File: src/rtl/core/pfvc_pkg.sv
// ----------------------------------------------------------------------------
// pfvc_pkg
// Widths, angle constants, register addresses and helper functions of the
// person-follow velocity controller.
// ----------------------------------------------------------------------------
`default_nettype none

package pfvc_pkg;

    localparam int AHEAD_W  = 16;
    localparam int HEAD_W   = 13;
    localparam int ANG_W    = 14;
    localparam int ERR_W    = 16;
    localparam int SPEED_W  = 13;
    localparam int NUM_W    = 27;
    localparam int DEN_W    = 14;
    localparam int XY_W     = 32;
    localparam int Z_W      = 24;
    localparam int STEP_W   = 5;
    localparam int ADDR_W   = 5;
    localparam int DATA_W   = 32;

    localparam logic signed [ANG_W:0] PI_MR     = 15'sd3142;
    localparam logic signed [ANG_W:0] TWO_PI_MR = 15'sd6283;
    localparam logic signed [ANG_W-1:0] QUAD_90 = 14'sd1571;
    localparam logic signed [ANG_W-1:0] QUAD_LO = 14'sd785;
    localparam logic signed [ANG_W-1:0] QUAD_HI = 14'sd2356;
    localparam logic [ERR_W-1:0] SLOW_ERR  = 16'd524;
    localparam logic [ERR_W-1:0] DEADBAND  = 16'd10;
    localparam logic signed [AHEAD_W-1:0] MIN_AHEAD = 16'sd10;
    localparam logic [12:0] DIV10_MUL = 13'd6554;

    localparam logic [ADDR_W-1:0] ADDR_MAX_FWD  = 5'd0;
    localparam logic [ADDR_W-1:0] ADDR_CORRIDOR = 5'd4;
    localparam logic [ADDR_W-1:0] ADDR_NEAR     = 5'd8;
    localparam logic [ADDR_W-1:0] ADDR_FAR      = 5'd12;
    localparam logic [ADDR_W-1:0] ADDR_TURN     = 5'd16;
    localparam logic [ADDR_W-1:0] ADDR_STALE    = 5'd20;

    function automatic logic signed [ANG_W-1:0] wrap_pi(input logic signed [ANG_W:0] a);
        logic signed [ANG_W:0] r;
        begin
            if (a > PI_MR)
                r = a - TWO_PI_MR;
            else if (a <= -PI_MR)
                r = a + TWO_PI_MR;
            else
                r = a;
            return r[ANG_W-1:0];
        end
    endfunction

    function automatic logic signed [ANG_W-1:0] round_quad(input logic signed [ANG_W-1:0] h);
        logic signed [ANG_W-1:0] r;
        begin
            if (h >= -QUAD_LO && h <= QUAD_LO)
                r = '0;
            else if (h > QUAD_LO && h <= QUAD_HI)
                r = QUAD_90;
            else if (h >= -QUAD_HI && h < -QUAD_LO)
                r = -QUAD_90;
            else
                r = PI_MR[ANG_W-1:0];
            return r;
        end
    endfunction

    // atan(2^-i) in units of 2^-20 radian
    function automatic logic [Z_W-1:0] atan_entry(input logic [STEP_W-1:0] i);
        logic [Z_W-1:0] r;
        begin
            case (i)
                5'd0:    r = 24'd823550;
                5'd1:    r = 24'd486170;
                5'd2:    r = 24'd256879;
                5'd3:    r = 24'd130396;
                5'd4:    r = 24'd65451;
                5'd5:    r = 24'd32757;
                5'd6:    r = 24'd16383;
                5'd7:    r = 24'd8192;
                5'd8:    r = 24'd4096;
                5'd9:    r = 24'd2048;
                5'd10:   r = 24'd1024;
                5'd11:   r = 24'd512;
                5'd12:   r = 24'd256;
                5'd13:   r = 24'd128;
                5'd14:   r = 24'd64;
                5'd15:   r = 24'd32;
                5'd16:   r = 24'd16;
                5'd17:   r = 24'd8;
                5'd18:   r = 24'd4;
                5'd19:   r = 24'd2;
                default: r = '0;
            endcase
            return r;
        end
    endfunction

endpackage

`default_nettype wire

File: src/rtl/core/pfvc_div.sv
// ----------------------------------------------------------------------------
// pfvc_div
// Restoring divider, one quotient bit per cycle, for the forward ramp.
// ----------------------------------------------------------------------------
`default_nettype none

module pfvc_div (
    input  wire logic                          clk,
    input  wire logic                          rst_n,
    input  wire logic                          start,
    input  wire logic [pfvc_pkg::NUM_W-1:0]    num,
    input  wire logic [pfvc_pkg::DEN_W-1:0]    den,
    output logic                               busy,
    output logic [pfvc_pkg::NUM_W-1:0]         quo
);
    import pfvc_pkg::*;

    logic               run_reg;
    logic [STEP_W-1:0]  cnt_reg;
    logic [NUM_W-1:0]   quo_reg;
    logic [DEN_W-1:0]   rem_reg;
    logic [DEN_W-1:0]   den_reg;
    logic [DEN_W:0]     trial;
    logic [DEN_W:0]     diff;
    logic               qbit;

    always_comb
    begin
        trial = {rem_reg, quo_reg[NUM_W-1]};
        diff  = trial - {1'b0, den_reg};
        qbit  = (trial >= {1'b0, den_reg});
    end

    always_ff @(posedge clk or negedge rst_n)
    begin
        if (!rst_n)
        begin
            run_reg <= 1'b0;
            cnt_reg <= '0;
        end
        else if (start)
        begin
            run_reg <= 1'b1;
            cnt_reg <= STEP_W'(NUM_W - 1);
        end
        else if (run_reg)
        begin
            if (cnt_reg == '0)
                run_reg <= 1'b0;
            cnt_reg <= cnt_reg - 1'b1;
        end
    end

    always_ff @(posedge clk)
    begin
        if (start)
        begin
            quo_reg <= num;
            den_reg <= den;
            rem_reg <= '0;
        end
        else if (run_reg)
        begin
            rem_reg <= qbit ? diff[DEN_W-1:0] : trial[DEN_W-1:0];
            quo_reg <= {quo_reg[NUM_W-2:0], qbit};
        end
    end

    assign busy = run_reg;
    assign quo  = quo_reg;

endmodule

`default_nettype wire

File: src/rtl/core/pfvc_cordic.sv
// ----------------------------------------------------------------------------
// pfvc_cordic
// Iterative vectoring CORDIC, one rotation per cycle, giving atan2 in mrad.
// ----------------------------------------------------------------------------
`default_nettype none

module pfvc_cordic #(
    parameter int STEPS = 14
) (
    input  wire logic                                 clk,
    input  wire logic                                 rst_n,
    input  wire logic                                 start,
    input  wire logic signed [pfvc_pkg::AHEAD_W-1:0]  ahead,
    input  wire logic signed [pfvc_pkg::AHEAD_W-1:0]  side,
    output logic                                      busy,
    output logic signed [pfvc_pkg::ANG_W-1:0]         angle
);
    import pfvc_pkg::*;

    localparam logic [STEP_W-1:0] LAST_STEP = STEP_W'(STEPS - 1);

    logic                     run_reg;
    logic                     fin_reg;
    logic [STEP_W-1:0]        step_reg;
    logic signed [XY_W-1:0]   x_reg;
    logic signed [XY_W-1:0]   y_reg;
    logic signed [Z_W-1:0]    z_reg;
    logic signed [ANG_W-1:0]  angle_reg;
    logic signed [XY_W-1:0]   xs;
    logic signed [XY_W-1:0]   ys;
    logic signed [Z_W-1:0]    at;
    logic [Z_W-1:0]           mag;
    logic [33:0]              prod;
    logic [ANG_W-1:0]         rnd;

    always_comb
    begin
        xs   = x_reg >>> step_reg;
        ys   = y_reg >>> step_reg;
        at   = signed'(atan_entry(step_reg));
        mag  = z_reg[Z_W-1] ? Z_W'(-z_reg) : Z_W'(z_reg);
        prod = 34'(mag) * 34'd1000 + 34'd524288;
        rnd  = prod[20 +: ANG_W];
    end

    always_ff @(posedge clk or negedge rst_n)
    begin
        if (!rst_n)
        begin
            run_reg  <= 1'b0;
            fin_reg  <= 1'b0;
            step_reg <= '0;
        end
        else if (start)
        begin
            run_reg  <= 1'b1;
            fin_reg  <= 1'b0;
            step_reg <= '0;
        end
        else if (run_reg)
        begin
            if (step_reg == LAST_STEP)
            begin
                run_reg <= 1'b0;
                fin_reg <= 1'b1;
            end
            step_reg <= step_reg + 1'b1;
        end
        else
        begin
            fin_reg <= 1'b0;
        end
    end

    always_ff @(posedge clk)
    begin
        if (start)
        begin
            x_reg <= {{(XY_W - AHEAD_W - 12){ahead[AHEAD_W-1]}}, ahead, 12'd0};
            y_reg <= {{(XY_W - AHEAD_W - 12){side[AHEAD_W-1]}}, side, 12'd0};
            z_reg <= '0;
        end
        else if (run_reg)
        begin
            if (y_reg > 0)
            begin
                x_reg <= x_reg + ys;
                y_reg <= y_reg - xs;
                z_reg <= z_reg + at;
            end
            else
            begin
                x_reg <= x_reg - ys;
                y_reg <= y_reg + xs;
                z_reg <= z_reg - at;
            end
        end
        if (fin_reg)
            angle_reg <= z_reg[Z_W-1] ? -signed'(rnd) : signed'(rnd);
    end

    assign busy  = run_reg | fin_reg;
    assign angle = angle_reg;

endmodule

`default_nettype wire

File: src/rtl/core/person_follow_velocity_controller.sv
// ----------------------------------------------------------------------------
// person_follow_velocity_controller
// Turns a tracked person's position into forward and turn speed commands.
// ----------------------------------------------------------------------------
// Usage:
//   Input channel (in_valid/in_stall) carries one control tick: enable,
//   person position, sighting age, pose flag and robot heading.
//   Output channel (out_valid/out_stall) returns forward_speed and
//   turn_speed for that tick, exactly one request per tick.
//   The user writes registers through the APB port while the block is
//   idle; the block itself does not enforce this. A disabled, stale or
//   reversing tick goes from ST_EVAL to ST_DONE. A steering tick waits in
//   ST_WAIT for the 27-bit ramp divider, one quotient bit a cycle, and the
//   CORDIC unit, one rotation a cycle, then passes ST_STEER and ST_CLAMP to
//   ST_DONE. One tick is in work at a time; in_stall is high from acceptance
//   until the result is moved to the output register.
// Reset:
//   Registers return to their defaults, the held heading and heading error
//   clear, and both channels go idle.
// Stall:
//   A waiting result holds on the outputs; a new tick is still accepted and
//   its result holds in the core until the output register frees up.
// ----------------------------------------------------------------------------
`default_nettype none

module person_follow_velocity_controller #(
    parameter int CORDIC_STEPS = 14
) (
    input  wire logic                                  clk,
    input  wire logic                                  rst_n,
    input  wire logic                                  psel,
    input  wire logic                                  penable,
    input  wire logic                                  pwrite,
    input  wire logic [pfvc_pkg::ADDR_W-1:0]           paddr,
    input  wire logic [pfvc_pkg::DATA_W-1:0]           pwdata,
    output logic [pfvc_pkg::DATA_W-1:0]                prdata,
    output logic                                       pready,
    input  wire logic                                  in_valid,
    output logic                                       in_stall,
    input  wire logic                                  enabled,
    input  wire logic signed [pfvc_pkg::AHEAD_W-1:0]   target_ahead,
    input  wire logic signed [pfvc_pkg::AHEAD_W-1:0]   target_side,
    input  wire logic [7:0]                            sighting_age,
    input  wire logic                                  pose_valid,
    input  wire logic signed [pfvc_pkg::HEAD_W-1:0]    robot_heading,
    output logic                                       out_valid,
    input  wire logic                                  out_stall,
    output logic signed [pfvc_pkg::SPEED_W-1:0]        forward_speed,
    output logic signed [pfvc_pkg::SPEED_W-1:0]        turn_speed
);
    import pfvc_pkg::*;

    typedef enum logic [5:0] {
        ST_IDLE  = 6'b000001,
        ST_EVAL  = 6'b000010,
        ST_WAIT  = 6'b000100,
        ST_STEER = 6'b001000,
        ST_CLAMP = 6'b010000,
        ST_DONE  = 6'b100000
    } state_t;

    state_t state_reg;

    logic [11:0] mx_reg;
    logic        corr_reg;
    logic [12:0] nr_reg;
    logic [13:0] fr_reg;
    logic [11:0] tl_reg;
    logic [7:0]  stale_reg;

    logic                      en_reg;
    logic signed [AHEAD_W-1:0] ahead_reg;
    logic signed [AHEAD_W-1:0] side_reg;
    logic [7:0]                age_reg;
    logic                      pv_reg;
    logic signed [ANG_W-1:0]   hd_reg;

    logic signed [ERR_W-1:0]   herr_reg;
    logic signed [ANG_W-1:0]   held_reg;
    logic                      held_valid_reg;
    logic                      band_reg;
    logic [11:0]               step_reg;
    logic signed [SPEED_W-1:0] fwd_reg;
    logic signed [SPEED_W-1:0] turn_reg;
    logic                      out_valid_reg;
    logic signed [SPEED_W-1:0] out_fwd_reg;
    logic signed [SPEED_W-1:0] out_turn_reg;

    logic                      cfg_wr;
    logic signed [ANG_W-1:0]   hd_wrapped;
    logic signed [17:0]        ahead18;
    logic signed [17:0]        nr18;
    logic signed [17:0]        fr18;
    logic                      stop;
    logic                      band;
    logic                      rev;
    logic [17:0]               diff;
    logic [NUM_W-1:0]          num;
    logic [DEN_W-1:0]          den;
    logic [24:0]               tl_prod;
    logic                      div_start;
    logic                      cor_start;
    logic                      div_busy;
    logic                      cor_busy;
    logic [NUM_W-1:0]          quo;
    logic signed [ANG_W-1:0]   cor_angle;
    logic signed [ERR_W-1:0]   err;
    logic signed [ERR_W-1:0]   step_s;
    logic [ERR_W-1:0]          mag;
    logic [ERR_W-1:0]          magc;
    logic                      load_out;

    assign cfg_wr = psel & penable & pwrite & pready;
    assign pready = 1'b1;

    always_ff @(posedge clk or negedge rst_n)
    begin
        if (!rst_n)
        begin
            mx_reg    <= 12'd500;
            corr_reg  <= 1'b0;
            nr_reg    <= 13'd1200;
            fr_reg    <= 14'd3600;
            tl_reg    <= 12'd524;
            stale_reg <= 8'd3;
        end
        else if (cfg_wr)
        begin
            unique case (paddr)
                ADDR_MAX_FWD:  mx_reg    <= pwdata[11:0];
                ADDR_CORRIDOR: corr_reg  <= pwdata[0];
                ADDR_NEAR:     nr_reg    <= pwdata[12:0];
                ADDR_FAR:      fr_reg    <= pwdata[13:0];
                ADDR_TURN:     tl_reg    <= pwdata[11:0];
                ADDR_STALE:    stale_reg <= pwdata[7:0];
                default:       ;
            endcase
        end
    end

    always_comb
    begin
        unique case (paddr)
            ADDR_MAX_FWD:  prdata = DATA_W'(mx_reg);
            ADDR_CORRIDOR: prdata = DATA_W'(corr_reg);
            ADDR_NEAR:     prdata = DATA_W'(nr_reg);
            ADDR_FAR:      prdata = DATA_W'(fr_reg);
            ADDR_TURN:     prdata = DATA_W'(tl_reg);
            ADDR_STALE:    prdata = DATA_W'(stale_reg);
            default:       prdata = '0;
        endcase
    end

    always_comb
    begin
        hd_wrapped = wrap_pi((ANG_W + 1)'(robot_heading));
        ahead18    = 18'(ahead_reg);
        nr18       = signed'({5'd0, nr_reg});
        fr18       = signed'({4'd0, fr_reg});
        stop       = (age_reg > stale_reg) || (ahead_reg < MIN_AHEAD);
        band       = (ahead18 > nr18) && (ahead18 < fr18);
        rev        = ((ahead18 <<< 1) < nr18) && (mx_reg[11:2] != 10'd0);
        diff       = 18'(ahead18 - nr18);
        num        = NUM_W'({15'd0, mx_reg} * {13'd0, diff[13:0]}) << 1;
        den        = DEN_W'(fr_reg - {1'b0, nr_reg});
        tl_prod    = tl_reg * DIV10_MUL;
        div_start  = (state_reg == ST_EVAL) && en_reg && !stop && band;
        cor_start  = (state_reg == ST_EVAL) && en_reg && !stop && !rev && !corr_reg;
    end

    pfvc_div u_div (
        .clk   (clk),
        .rst_n (rst_n),
        .start (div_start),
        .num   (num),
        .den   (den),
        .busy  (div_busy),
        .quo   (quo)
    );

    pfvc_cordic #(
        .STEPS (CORDIC_STEPS)
    ) u_cordic (
        .clk   (clk),
        .rst_n (rst_n),
        .start (cor_start),
        .ahead (ahead_reg),
        .side  (side_reg),
        .busy  (cor_busy),
        .angle (cor_angle)
    );

    always_comb
    begin
        step_s = signed'({4'd0, step_reg});
        if (corr_reg)
        begin
            if (pv_reg)
                err = ERR_W'(wrap_pi((ANG_W + 1)'(held_reg) - (ANG_W + 1)'(hd_reg)));
            else if (herr_reg > 0)
                err = herr_reg - step_s;
            else if (herr_reg < 0)
                err = herr_reg + step_s;
            else
                err = herr_reg;
        end
        else
        begin
            err = ERR_W'(cor_angle);
        end
        mag  = herr_reg[ERR_W-1] ? ERR_W'(-herr_reg) : ERR_W'(herr_reg);
        magc = (mag > {4'd0, tl_reg}) ? {4'd0, tl_reg} : mag;
        load_out = (state_reg == ST_DONE) && (!out_valid_reg || !out_stall);
    end

    always_ff @(posedge clk or negedge rst_n)
    begin
        if (!rst_n)
        begin
            state_reg      <= ST_IDLE;
            herr_reg       <= '0;
            held_reg       <= '0;
            held_valid_reg <= 1'b0;
            out_valid_reg  <= 1'b0;
        end
        else
        begin
            if (load_out)
                out_valid_reg <= 1'b1;
            else if (out_valid_reg && !out_stall)
                out_valid_reg <= 1'b0;

            unique case (state_reg)
                ST_IDLE:
                begin
                    if (in_valid)
                        state_reg <= ST_EVAL;
                end
                ST_EVAL:
                begin
                    if (!en_reg)
                    begin
                        held_valid_reg <= 1'b0;
                        herr_reg       <= '0;
                        state_reg      <= ST_DONE;
                    end
                    else
                    begin
                        if (corr_reg && pv_reg && !held_valid_reg)
                        begin
                            held_reg       <= round_quad(hd_reg);
                            held_valid_reg <= 1'b1;
                        end
                        if (stop || rev)
                            state_reg <= ST_DONE;
                        else
                            state_reg <= ST_WAIT;
                    end
                end
                ST_WAIT:
                begin
                    if (!div_busy && !cor_busy)
                        state_reg <= ST_STEER;
                end
                ST_STEER:
                begin
                    herr_reg  <= err;
                    state_reg <= ST_CLAMP;
                end
                ST_CLAMP:
                begin
                    state_reg <= ST_DONE;
                end
                ST_DONE:
                begin
                    if (load_out)
                        state_reg <= ST_IDLE;
                end
                default:
                begin
                    state_reg <= ST_IDLE;
                end
            endcase
        end
    end

    always_ff @(posedge clk)
    begin
        if (state_reg == ST_IDLE && in_valid)
        begin
            en_reg    <= enabled;
            ahead_reg <= target_ahead;
            side_reg  <= target_side;
            age_reg   <= sighting_age;
            pv_reg    <= pose_valid;
            hd_reg    <= hd_wrapped;
        end
        if (state_reg == ST_EVAL)
        begin
            band_reg <= band;
            step_reg <= tl_prod[16 +: 12];
            turn_reg <= '0;
            if (en_reg && !stop && rev)
                fwd_reg <= -signed'({3'd0, mx_reg[11:2]});
            else
                fwd_reg <= '0;
        end
        if (state_reg == ST_STEER && band_reg)
            fwd_reg <= (quo > NUM_W'(mx_reg)) ? signed'({1'b0, mx_reg})
                                              : signed'({1'b0, quo[11:0]});
        if (state_reg == ST_CLAMP)
        begin
            if (mag >= SLOW_ERR)
                fwd_reg <= signed'({3'd0, mx_reg[11:2]});
            if (magc < DEADBAND)
                turn_reg <= '0;
            else if (herr_reg > 0)
                turn_reg <= signed'(magc[SPEED_W-1:0]);
            else
                turn_reg <= -signed'(magc[SPEED_W-1:0]);
        end
        if (load_out)
        begin
            out_fwd_reg  <= fwd_reg;
            out_turn_reg <= turn_reg;
        end
    end

    assign in_stall      = (state_reg != ST_IDLE);
    assign out_valid     = out_valid_reg;
    assign forward_speed = out_fwd_reg;
    assign turn_speed    = out_turn_reg;

endmodule

`default_nettype wire

File: config.mk
export PLATFORM = sky130hd
export DESIGN_NAME = person_follow_velocity_controller
export DESIGN_NICKNAME = d
export VERILOG_FILES = /design/src/rtl/core/pfvc_pkg.sv /design/src/rtl/core/pfvc_div.sv /design/src/rtl/core/pfvc_cordic.sv /design/src/rtl/core/person_follow_velocity_controller.sv
export SDC_FILE = /design/constraint.sdc
export NUM_CORES = 2
export LEC_CHECK = 0
export ABC_AREA = 0
export BUFFER_PORTS_ARGS = -buffer_cell sky130_fd_sc_hd__buf_2
export CORE_ASPECT_RATIO = 2
export CORE_MARGIN = 4
export CORE_UTILIZATION = 57
export CTS_CLUSTER_DIAMETER = 40
export DETAILED_ROUTE_END_ITERATION = 12
export PLACE_DENSITY = 0.73
export SETUP_SLACK_MARGIN = 0.02
export SYNTH_ARGS = -nofsm -noshare
export SYNTH_HDL_FRONTEND = slang
export SYNTH_HIERARCHICAL = 1
export SYNTH_SLANG_ARGS = --single-unit
File: constraint.sdc
create_clock -name clk -period 8.55 [get_ports clk]
set_clock_uncertainty 0.1 [all_clocks]
set_input_delay 0.855 -clock clk [delete_from_list [all_inputs] [get_ports clk]]
set_output_delay 0.855 -clock clk [all_outputs]
set_load 0.005 [all_outputs]
==> run_results.csv <==
group,metric,value,unit
setup_path,critPathArrivalTime,8460,ps
setup_path,startpoint_type,"flip-flop",
setup_path,reg2regPathDepth,33,
synth,synthArstFlopShare,27.32,%
synth,syn_area,0.04033,mm2
setup_path,critPathCaptureType,"flip-flop",
clock_tree,cts.sinks,366,
floorplanning,core-area,0.06994,mm2
job,cap_violations,0,
cells_and_area,fin_cells,5481,
floorplanning,start_util,57.66,%
synth,synth_seq_cells,366,
sta,period_share,95.98,%
place,place_inst,5393,
cells_and_area,layout_commonest_cell,"inv_1",
clock_tree,clockBufferDepth,3,
setup_path,cp-startpoint,"u_cordic/z_reg[1]",
clock_tree,cts_tree,"yes",
routing,routed_wl,120.0,mm
sta,slew_violations,0,
synth,synthFlopType,"edfxtp_1",
global_route,grt_max_degree,66,
setup_path,cpMaxStageDelayCell,"fa_1",
setup_path,rrSetupSlack,340,ps
global_route,antenna_found_initial,6,
setup_path,cp-endpoint,"u_cordic/angle[13]",
cells_and_area,drive_above_1_share,13.38,%
cells_and_area,area_growth,8.687,%
routing,firstDrtPassIters,6,
synth,synth_edf_count,191,
clock_tree,clk_pin_slew_worst_paths,60,ps
clock_tree,ctsHoldBuffers,0,
sta,fin_crit,8207,ps
setup_path,cpPeakStageDelay,530,ps
floorplanning,dieArea,0.07533,mm2
floorplanning,die_h,384.2,um
cells_and_area,fin_nets,5181,
routing,detail-route-antenna-nets,0,
setup_path,crit_buf_inv,6,
routing,drtIter0Drc,2205,
sta,worst_pin_slew,1127,ps
synth,yosysWarnings,6,
global_route,grt_pass1_wl,187.8,mm
place,hpwl,94.37,mm
clock_tree,numCtsBuffers,43,
place,numPortBuffers,122,
synth,synth-xor-area-share,7.158,%
synth,synthCells,4447,
setup_path,path_depth,33,
clock_tree,clk_latency,620,ps
cells_and_area,final_cell_mix,"inv_1, nand2_1, ha_1",
global_route,grt_pass1_vias,35340,
floorplanning,die_w,196.1,um
routing,route.detailed.drc,0,
setup_path,r2r_end,"u_cordic/angle[13]",
sta,slew_headroom,24.56,%
synth,synth_mux_area_share,9.714,%
setup_path,worstSetupPathType,"reg2reg",
synth,yosysUniqueCellTypes,118,
place,gp_congestion,1.012,
global_route,grtUsageTotal,31.35,%
global_route,grt-ovfl-total,0,
clock_tree,htree_num_levels,2,
cells_and_area,fillers,5974,
synth,avgSynthCellArea,9.068,um2
sta,hold_violations,0,
routing,routedWlPerCell,21.89,um
routing,via_per_inst,6.278,
setup_path,cp_data_required_time,8800,ps
synth,synth_top_family_by_area,"adder cells",
synth,synth_compound_area_share,16.64,%
floorplanning,io_pins,160,
sta,fmax,121.9,MHz
setup_path,crit_family,"compound AO/OA/AOI/OAI gates",
hold_path,worstHoldPathType,"in2async",
setup_path,rr_startpoint,"u_cordic/z_reg[1]",
run_status,status,"finished, final reports clean",
synth,synthAdderAreaFrac,20.65,%
synth,synth_seq_area_share,24.21,%
synth,yosys.area_share.simple,14.94,%
setup_path,path_common_cell,"buf_4",
sta,grt_setup_unrepaired,"true",
setup_path,path_max_fanout,8,
clock_tree,root_buffer,"clkbuf_16",
routing,vias,34410,
floorplanning,rows,137,
sta,setup_viol,0,
-- worst min path at each step --
stage	from	end
3_5_place_dp	turn_reg[11]	turn_speed[11]
6_report	rst_n	held_reg[12]
3_3_place_gp	turn_reg[5]	turn_speed[5]
5_1_grt	rst_n	held_reg[12]
4_1_cts	rst_n	held_reg[12]
2_1_floorplan	fwd_reg[2]	forward_speed[2]
-- cells by family (layout without fill, tap and decap cells) --
group / Yosys count / after routing
fa+ha+maj: 547 / 547
other cells: 2 / 24
xor+xnor: 328 / 328
compound gates: 1022 / 1022
buf+inv: 653 / 762
flops: 366 / 366
simple gates: 1253 / 1253
mux: 276 / 276
-- final cells by class --
class / count / area (um2) / share of cell area, %
Timing Repair Buffer: 228 / 1421 / 3.243
Clock inverter: 29 / 445.4 / 1.016
Antenna cell: 4 / 10.01 / 0.02284
Clock buffer: 51 / 1151 / 2.626
Sequential cell: 366 / 9772 / 22.29
Inverter: 454 / 1704 / 3.888
Tap cell: 903 / 1130 / 2.578
Multi-Input combinational cell: 3446 / 28200 / 64.33
-- cell usage after synthesis, drive strengths merged (104+ instances only) --
cell type,number,share of area [%]
a21oi,242,3.0
xnor2,207,4.5
mux2,104,2.9
edfxtp,191,14
clkbuf,126,1.2
nand2,397,3.7
fa,199,9.9
o21ai,255,3.2
ha,344,11
nor2,329,3.1
xor2,120,2.6
inv,445,4.1
-- stage by stage --
stage          hold slack [ps]  worst slack (ps)  setup TNS (ps)  utilization, %  area, um2
3_3_place_gp             304.7             190.7               0           60.06      42000
6_report                 119.9             343.5               0           62.67      43830
5_1_grt                  135.9            -89.97          -178.7           62.66      43820
2_1_floorplan            300.1             37.54               0               -      40410
4_1_cts                  101.5             23.38               0           62.37      43620
3_5_place_dp             305.4             33.80               0           60.06      42000
-- repair_timing --
item | in CTS | in global routing
cloned | 0 | 0
resized for setup | 1 | 40
pin swaps | 1 | 5
buffers inserted | 1 | 3
setup endpoints to repair | 1 | 14
-- per-layer routing --
layer	up-vias	global-route usage (%)	wire (um)	part of all wire (%)
met2	1241	58.44	63110	53
met1	16680	30.37	38910	32
li1	15950	-	-	-
met5	-	0	13	0.011
met3	544	4.592	6112	5.1
met4	2	24.65	11830	9.9
-- worst reg2reg max path: cells and delay by family, from the launching register on --
family | cells | cell delay (ps)
buffers and inverters | 6 | 760
flip-flops | 1 | 360
XOR/XNOR | 4 | 730
AO/OA/AOI/OAI | 9 | 2090
adder cells (fa/ha/maj) | 5 | 1920
AND/OR/NAND/NOR | 9 | 1990
Power is left out: the tool's default activity adds up to more than one toggle a clock period on the data nets, which glitch-free logic cannot reach.
